File: src/design/sfd_pkg.sv
package sfd_pkg;

  // Fixed width of the number and factor ports
  localparam int unsigned DATA_W = 64;

  // First odd trial divisor and its square
  localparam int unsigned FIRST_DIV = 3;
  localparam int unsigned FIRST_SQ  = 9;

  typedef enum logic [1:0] {
    RES_TWO = 2'd0,
    RES_NUM = 2'd1,
    RES_DIV = 2'd2
  } res_sel_e;

  typedef struct packed {
    logic     load_num;
    logic     start_rem;
    logic     step_div;
    logic     load_res;
    res_sel_e res_sel;
    logic     load_out;
  } dp_cmd_t;

  typedef struct packed {
    logic is_even;
    logic is_neg;
    logic sq_gt_num;
    logic rem_busy;
    logic rem_zero;
  } dp_stat_t;

endpackage

File: src/design/sfd_rem.sv
module sfd_rem #(
  parameter int unsigned NUM_WIDTH = 64,
  parameter int unsigned DIV_WIDTH = 33
) (
  input  logic                 clk_i,
  input  logic                 rst_ni,
  input  logic                 start_i,
  input  logic [NUM_WIDTH-1:0] dividend_i,
  input  logic [DIV_WIDTH-1:0] divisor_i,
  output logic                 busy_o,
  output logic [DIV_WIDTH-1:0] rem_o
);

  localparam int unsigned CW = $clog2(NUM_WIDTH + 1);

  logic                 busy_q, busy_d;
  logic [CW-1:0]        cnt_q, cnt_d;
  logic [DIV_WIDTH-1:0] rem_q, rem_d;
  logic [NUM_WIDTH-1:0] shift_q, shift_d;
  logic [DIV_WIDTH:0]   trial;

  // Restoring division, one quotient bit per cycle; only the remainder is kept
  always_comb begin
    trial   = {rem_q, shift_q[NUM_WIDTH-1]};
    busy_d  = busy_q;
    cnt_d   = cnt_q;
    rem_d   = rem_q;
    shift_d = shift_q;
    if (start_i) begin
      busy_d  = 1'b1;
      cnt_d   = CW'(NUM_WIDTH);
      rem_d   = '0;
      shift_d = dividend_i;
    end else if (busy_q) begin
      shift_d = {shift_q[NUM_WIDTH-2:0], 1'b0};
      if (trial >= {1'b0, divisor_i}) begin
        rem_d = DIV_WIDTH'(trial - {1'b0, divisor_i});
      end else begin
        rem_d = DIV_WIDTH'(trial);
      end
      cnt_d  = cnt_q - CW'(1);
      busy_d = (cnt_q != CW'(1));
    end
  end

  always_ff @(posedge clk_i or negedge rst_ni) begin
    if (!rst_ni) begin
      busy_q <= 1'b0;
      cnt_q  <= '0;
    end else begin
      busy_q <= busy_d;
      cnt_q  <= cnt_d;
    end
  end

  always_ff @(posedge clk_i) begin
    rem_q   <= rem_d;
    shift_q <= shift_d;
  end

  assign busy_o = busy_q;
  assign rem_o  = rem_q;

endmodule

File: src/design/sfd_datapath.sv
module sfd_datapath import sfd_pkg::*; #(
  parameter int unsigned NUM_WIDTH = 64
) (
  input  logic              clk_i,
  input  logic              rst_ni,
  input  dp_cmd_t           cmd_i,
  output dp_stat_t          stat_o,
  input  logic [DATA_W-1:0] number_i,
  output logic [DATA_W-1:0] factor_o
);

  // divisor never passes sqrt(2^(NUM_WIDTH-1)) + 2
  localparam int unsigned DW  = NUM_WIDTH / 2 + 1;
  localparam int unsigned SQW = 2 * DW;

  logic [NUM_WIDTH-1:0] num_q;
  logic [DW-1:0]        div_q;
  logic [SQW-1:0]       sq_q;
  logic [DATA_W-1:0]    res_q, res_d;
  logic [DATA_W-1:0]    factor_q;
  logic [DW-1:0]        rem;
  logic                 rem_busy;

  sfd_rem #(
    .NUM_WIDTH (NUM_WIDTH),
    .DIV_WIDTH (DW)
  ) u_rem (
    .clk_i      (clk_i),
    .rst_ni     (rst_ni),
    .start_i    (cmd_i.start_rem),
    .dividend_i (num_q),
    .divisor_i  (div_q),
    .busy_o     (rem_busy),
    .rem_o      (rem)
  );

  always_comb begin
    case (cmd_i.res_sel)
      RES_TWO: res_d = DATA_W'(2);
      RES_NUM: res_d = DATA_W'($signed(num_q));
      RES_DIV: res_d = DATA_W'(div_q);
      default: res_d = DATA_W'($signed(num_q));
    endcase
  end

  always_ff @(posedge clk_i) begin
    if (cmd_i.load_num) begin
      num_q <= number_i[NUM_WIDTH-1:0];
      div_q <= DW'(FIRST_DIV);
      sq_q  <= SQW'(FIRST_SQ);
    end else if (cmd_i.step_div) begin
      // (d+2)^2 = d^2 + 4(d+1)
      div_q <= div_q + DW'(2);
      sq_q  <= sq_q + SQW'({div_q + DW'(1), 2'b00});
    end
    if (cmd_i.load_res) begin
      res_q <= res_d;
    end
    if (cmd_i.load_out) begin
      factor_q <= res_q;
    end
  end

  assign stat_o.is_even   = ~num_q[0];
  assign stat_o.is_neg    = num_q[NUM_WIDTH-1];
  assign stat_o.sq_gt_num = (sq_q > SQW'(num_q));
  assign stat_o.rem_busy  = rem_busy;
  assign stat_o.rem_zero  = (rem == '0);
  assign factor_o         = factor_q;

endmodule

File: src/design/sfd_ctrl.sv
module sfd_ctrl import sfd_pkg::*; (
  input  logic     clk_i,
  input  logic     rst_ni,
  input  logic     in_valid_i,
  output logic     in_stall_o,
  output logic     out_valid_o,
  input  logic     out_stall_i,
  input  dp_stat_t stat_i,
  output dp_cmd_t  cmd_o
);

  localparam logic [2:0] S_IDLE     = 3'd0;
  localparam logic [2:0] S_CLASSIFY = 3'd1;
  localparam logic [2:0] S_CHECK    = 3'd2;
  localparam logic [2:0] S_DIVIDE   = 3'd3;
  localparam logic [2:0] S_FINISH   = 3'd4;

  logic [2:0] state_q, state_d;
  logic       out_valid_q, out_valid_d;
  logic       out_free;

  assign out_free = ~out_valid_q | ~out_stall_i;

  always_comb begin
    state_d = state_q;
    cmd_o   = '{default: '0, res_sel: RES_NUM};
    case (state_q)
      S_IDLE: begin
        if (in_valid_i) begin
          cmd_o.load_num = 1'b1;
          state_d        = S_CLASSIFY;
        end
      end
      S_CLASSIFY: begin
        if (stat_i.is_even) begin
          cmd_o.load_res = 1'b1;
          cmd_o.res_sel  = RES_TWO;
          state_d        = S_FINISH;
        end else if (stat_i.is_neg) begin
          cmd_o.load_res = 1'b1;
          state_d        = S_FINISH;
        end else begin
          state_d = S_CHECK;
        end
      end
      S_CHECK: begin
        if (stat_i.sq_gt_num) begin
          // no divisor up to the root: the number is prime (or one)
          cmd_o.load_res = 1'b1;
          state_d        = S_FINISH;
        end else begin
          cmd_o.start_rem = 1'b1;
          state_d         = S_DIVIDE;
        end
      end
      S_DIVIDE: begin
        if (!stat_i.rem_busy) begin
          if (stat_i.rem_zero) begin
            cmd_o.load_res = 1'b1;
            cmd_o.res_sel  = RES_DIV;
            state_d        = S_FINISH;
          end else begin
            cmd_o.step_div = 1'b1;
            state_d        = S_CHECK;
          end
        end
      end
      S_FINISH: begin
        if (out_free) begin
          cmd_o.load_out = 1'b1;
          state_d        = S_IDLE;
        end
      end
      default: state_d = S_IDLE;
    endcase
  end

  always_comb begin
    out_valid_d = out_valid_q;
    if (cmd_o.load_out) begin
      out_valid_d = 1'b1;
    end else if (out_valid_q && !out_stall_i) begin
      out_valid_d = 1'b0;
    end
  end

  always_ff @(posedge clk_i or negedge rst_ni) begin
    if (!rst_ni) begin
      state_q     <= S_IDLE;
      out_valid_q <= 1'b0;
    end else begin
      state_q     <= state_d;
      out_valid_q <= out_valid_d;
    end
  end

  assign in_stall_o  = (state_q != S_IDLE);
  assign out_valid_o = out_valid_q;

endmodule

File: src/design/smallest_factor_trial_division_core.sv
// Channel   Direction  Handshake                     Payload
// input     in         in_valid_i / in_stall_o       number_in_i  (64, signed)
// output    out        out_valid_o / out_stall_i     factor_out_o (64, signed)
//
// Even or negative numbers go from classification straight to the result; odd positive
// numbers take one remainder pass per divisor tried, stopping when a divisor divides
// or the square of the current divisor exceeds the number.
// One number at a time; the next is taken once the result is in the output register.
// Reset (rst_ni low, asynchronous) empties the controller and the output register.
// A stalled result holds in the output register; the controller waits behind it.
module smallest_factor_trial_division_core import sfd_pkg::*; #(
  parameter int unsigned NUM_WIDTH = 64
) (
  input  logic              clk_i,
  input  logic              rst_ni,
  input  logic              in_valid_i,
  output logic              in_stall_o,
  input  logic [DATA_W-1:0] number_in_i,
  output logic              out_valid_o,
  input  logic              out_stall_i,
  output logic [DATA_W-1:0] factor_out_o
);

  dp_cmd_t  cmd;
  dp_stat_t stat;

  sfd_ctrl u_ctrl (
    .clk_i       (clk_i),
    .rst_ni      (rst_ni),
    .in_valid_i  (in_valid_i),
    .in_stall_o  (in_stall_o),
    .out_valid_o (out_valid_o),
    .out_stall_i (out_stall_i),
    .stat_i      (stat),
    .cmd_o       (cmd)
  );

  sfd_datapath #(
    .NUM_WIDTH (NUM_WIDTH)
  ) u_datapath (
    .clk_i    (clk_i),
    .rst_ni   (rst_ni),
    .cmd_i    (cmd),
    .stat_o   (stat),
    .number_i (number_in_i),
    .factor_o (factor_out_o)
  );

endmodule

File: config.mk
export PLATFORM = sky130hd
export DESIGN_NAME = smallest_factor_trial_division_core
export DESIGN_NICKNAME = d
export VERILOG_FILES = /design/src/design/sfd_pkg.sv /design/src/design/sfd_rem.sv /design/src/design/sfd_datapath.sv /design/src/design/sfd_ctrl.sv /design/src/design/smallest_factor_trial_division_core.sv
export SDC_FILE = /design/constraint.sdc
export NUM_CORES = 1
export LEC_CHECK = 0
export ABC_AREA = 1
export BUFFER_PORTS_ARGS = -buffer_cell sky130_fd_sc_hd__buf_2
export CAP_MARGIN = 30
export CORE_ASPECT_RATIO = 1.5
export CORE_MARGIN = 3
export CORE_UTILIZATION = 35
export CTS_CLUSTER_DIAMETER = 60
export DETAILED_ROUTE_END_ITERATION = 12
export PLACE_DENSITY_LB_ADDON = 0.25
export SYNTH_ARGS = -nofsm -noshare
export SYNTH_HDL_FRONTEND = slang
export SYNTH_SLANG_ARGS = --single-unit
File: constraint.sdc
create_clock -name clk_i -period 6.1 [get_ports clk_i]
set_input_delay 0.305 -clock clk_i [delete_from_list [all_inputs] [get_ports clk_i]]
set_output_delay 0.305 -clock clk_i [all_outputs]
set_load 0.05 [all_outputs]
==> reports/results.ini <==
[outcome]
status = finished clean

[critical_path]
path_max_fanout = 7
r2r_end = u_datapath.sq_q[63]
startpoint_type = flip-flop
endpoint_kind = flip-flop
crit_start = u_datapath.div_q[1]
r2r_start = u_datapath.div_q[1]
critical_path.endpoint = u_datapath.sq_q[63]
critical_path_required_ns = 6.57
r2r_cells = 19
critPathArrivalTime_ns = 4.56
crit_type = reg2reg
r2r_setup_slack_ns = 2.01

[synthesis]
synthArstFlopShare = 0.03030
synth_most_common_cell = nand2_1
synth_largest_area_cell = edfxtp_1
synth_cell_types = 52
synthCells = 2864
ys_seq_elements = 396
ys_warn_count = 0
synth_edf_count = 256
synth.avg_cell_area_um2 = 8.083
synthTopCellsByArea = edfxtp_1 33%, nand2_1 12%, dfxtp_1 11%
synthesis.nets = 3063
yosysSeqAreaShare = 0.4557
netlist_area_mm2 = 0.02315
synth_common_cells = 760 x nand2_1, 434 x inv_1, 263 x nor2_1
synth_flop_cell = edfxtp_1
synth_top_area_share = 0.3321

[detailed_routing]
drt-wirelength-per-cell_um = 18.17
ant_nets = 0
via_count = 19224
avgViaCountPerCell = 4.853
route.detailed.drc = 0
drt_first_iter_violations = 1227
firstDrtPassIters = 8
wl_um = 71950

[layout]
fin_util = 0.4102
multi_input_area_mm2 = 0.01046
layout.cells.non_filler = 3961
regArea_mm2 = 0.01055
num-fill-cells = 6802
nets = 3253
diodes = 0
area_delta_synth_final_pct = 15.26
layout-drive-gt1-share = 0.1142

[clock_network]
cts_tree = done
cts.sinks = 396
cts.repair.resized = 0
cts_buffer_depth = 3
insertion_delay_ns = 0.59
h-tree-depth = 2
clockRootBuffer = clkbuf_16
clkTransAtPathRegs_ns = 0.06
cts_buffers = 45

[global_routing]
grt_pass1_wl_um = 110300
track_usage = 0.2052
grt_max_degree = 80
overflow = 0
antenna_found_initial = 0
first_global_vias = 19433

[pwr]
ir_drop_v = 0.0002370
leakage_nw = 12.17
total_power_mw = 13.63
power.density_mw_per_mm2 = 510.7

[timing]
finalSetupViolations = 0
finalCriticalPeriod_ns = 4.089
slew_viol_final = 0
skew_ns = 0.02386
finalHoldViolCount = 0
maxSlewHeadroom = 0.4579
clock.fmax_mhz = 244.5
min_period_over_period = 0.6704
setup-tns-final_ns = 0
worst-slew-pin-transition_ns = 0.8132
rsz0062_at_grt = false

[floorplanning]
initial_core_util = 0.3559
rows = 114
die_w_um = 216.0
io_pins = 134
die_area_mm2 = 0.06933
die_h_um = 321.0
core_area_mm2 = 0.06504

[job]
maxCapViolations = 0

[worst_hold_path]
min_path_type = in2reg
hold_depth = 5

[place]
dpl.cell_count = 3810
hpwl_um = 55200
routabilityCongestion = 0.9799
numPortBuffers = 133

-- worst min-delay path by stage --
| stage | startpoint | to | slack [ns] |
|---|---|---|---|
| 2_1_floorplan | rst_ni | u_ctrl.out_valid_o | 0.009 |
| 3_3_place_gp | rst_ni | u_datapath.u_rem.cnt_q[5] | 0.22 |
| 3_5_place_dp | rst_ni | u_datapath.u_rem.cnt_q[5] | 0.22 |
| 4_1_cts | in_valid_i | u_ctrl.state_q[1] | 0.10 |
| 5_1_grt | in_valid_i | u_ctrl.state_q[1] | 0.16 |
| 6_report | in_valid_i | u_ctrl.state_q[1] | 0.14 |
-- flip-flops by register name, summed over array words and instances, names as in the netlist --
register / count
u_datapath.u_rem.cnt_q: 7
u_datapath.div_q: 32
u_datapath.sq_q: 63
u_datapath.num_q: 64
u_datapath.u_rem.shift_q: 64
u_ctrl.state_q: 3
u_ctrl.out_valid_o: 1
u_datapath.res_q: 64
u_datapath.u_rem.rem_o: 33
u_datapath.factor_o: 64
u_datapath.u_rem.busy_o: 1
-- through the flow --
step | hold WS [ns] | cell area, um2 | setup WS, ns
final | 0.1385 | 26680 | 2.011
after global routing | 0.1649 | 26680 | 1.585
after CTS | 0.1023 | 26650 | 2.030
after detailed placement | 0.2196 | 24570 | 2.045
after global placement | 0.2217 | 24530 | 2.181
after floorplan | 0.009409 | 23150 | 2.164
-- where the power goes --
| part | switching, mW | total [mW] | internal, mW | leakage, nW |
|---|---|---|---|---|
| registers | 0.501 | 4.58 | 4.08 | 3.61 |
| logic | 4.33 | 6.39 | 2.06 | 7.86 |
| clock network | 1.14 | 2.66 | 1.51 | 0.698 |
| total | 5.97 | 13.6 | 7.66 | 12.2 |
-- worst max-delay path, stage by stage, from the launching register on --
cell and delay, ns:
dfxtp_1 0.48, ha_1 0.23, nand3_1 0.17, nor2_1 0.25
nand2_1 0.20, nor2_2 0.17, nand3_1 0.18, nor3_2 0.17
xor2_1 0.21, inv_1 0.09, ha_1 0.36, nand2_1 0.11
nor2_1 0.23, nand4_1 0.14, nor2_1 0.22, nand3_1 0.11
nand3_1 0.27, nand4_1 0.15, o21ai_0 0.22, nor2_1 0.05
-- cell usage in the layout (no fill, tap or decap), drive strengths merged --
cell and instances:
nor3b 2, buf 148, o22ai 32, and2 5
dfxtp 128, fa 2, clkinvlp 3, a21oi 176
a211oi 8, dlygate4sd3 66, xor2 37, nand4 34
clkinv 18, or2 5, nor4 9, xnor2 31
o211ai 5, nand3 175, inv 446, a31oi 1
bufinv 2, nor3 37, a21o 7, nand3b 17
a32oi 1, ha 129, o21a 16, dfrtp 12
a21boi 1, edfxtp 256, o21bai 11, nor2 276
nand2 798, o21ai 140, clkbuf 57
-- kinds of logic after synthesis --
| group | after synthesis | synth area share |
|---|---|---|
| simple gates | 1358 | 0.2505 |
| buf+inv | 513 | 0.09421 |
| compound gates | 398 | 0.1021 |
| fa+ha+maj | 131 | 0.07145 |
| flops | 396 | 0.4557 |
| xor+xnor | 68 | 0.02605 |
-- metal layers --
metal  GRT usage  part of all wire
met4      0.1028             0.054
met2      0.3962              0.54
met1      0.2183              0.38
met5           0                 0
met3     0.02476             0.033
-- layout make-up --
type,count,area share
sequential,396,0.3955
multi-input combinational,1955,0.3918
inverter,442,0.06237
timing repair buffer,214,0.05608
clock buffer,57,0.04586
tap,870,0.04080
clock inverter,27,0.007597
-- timing repair --
action,in CTS,in global routing
hold buffers,66,0
hold endpoints to repair,77,0
setup buffers,0,0
No activity file was read; power rests on OpenSTA's default activity.
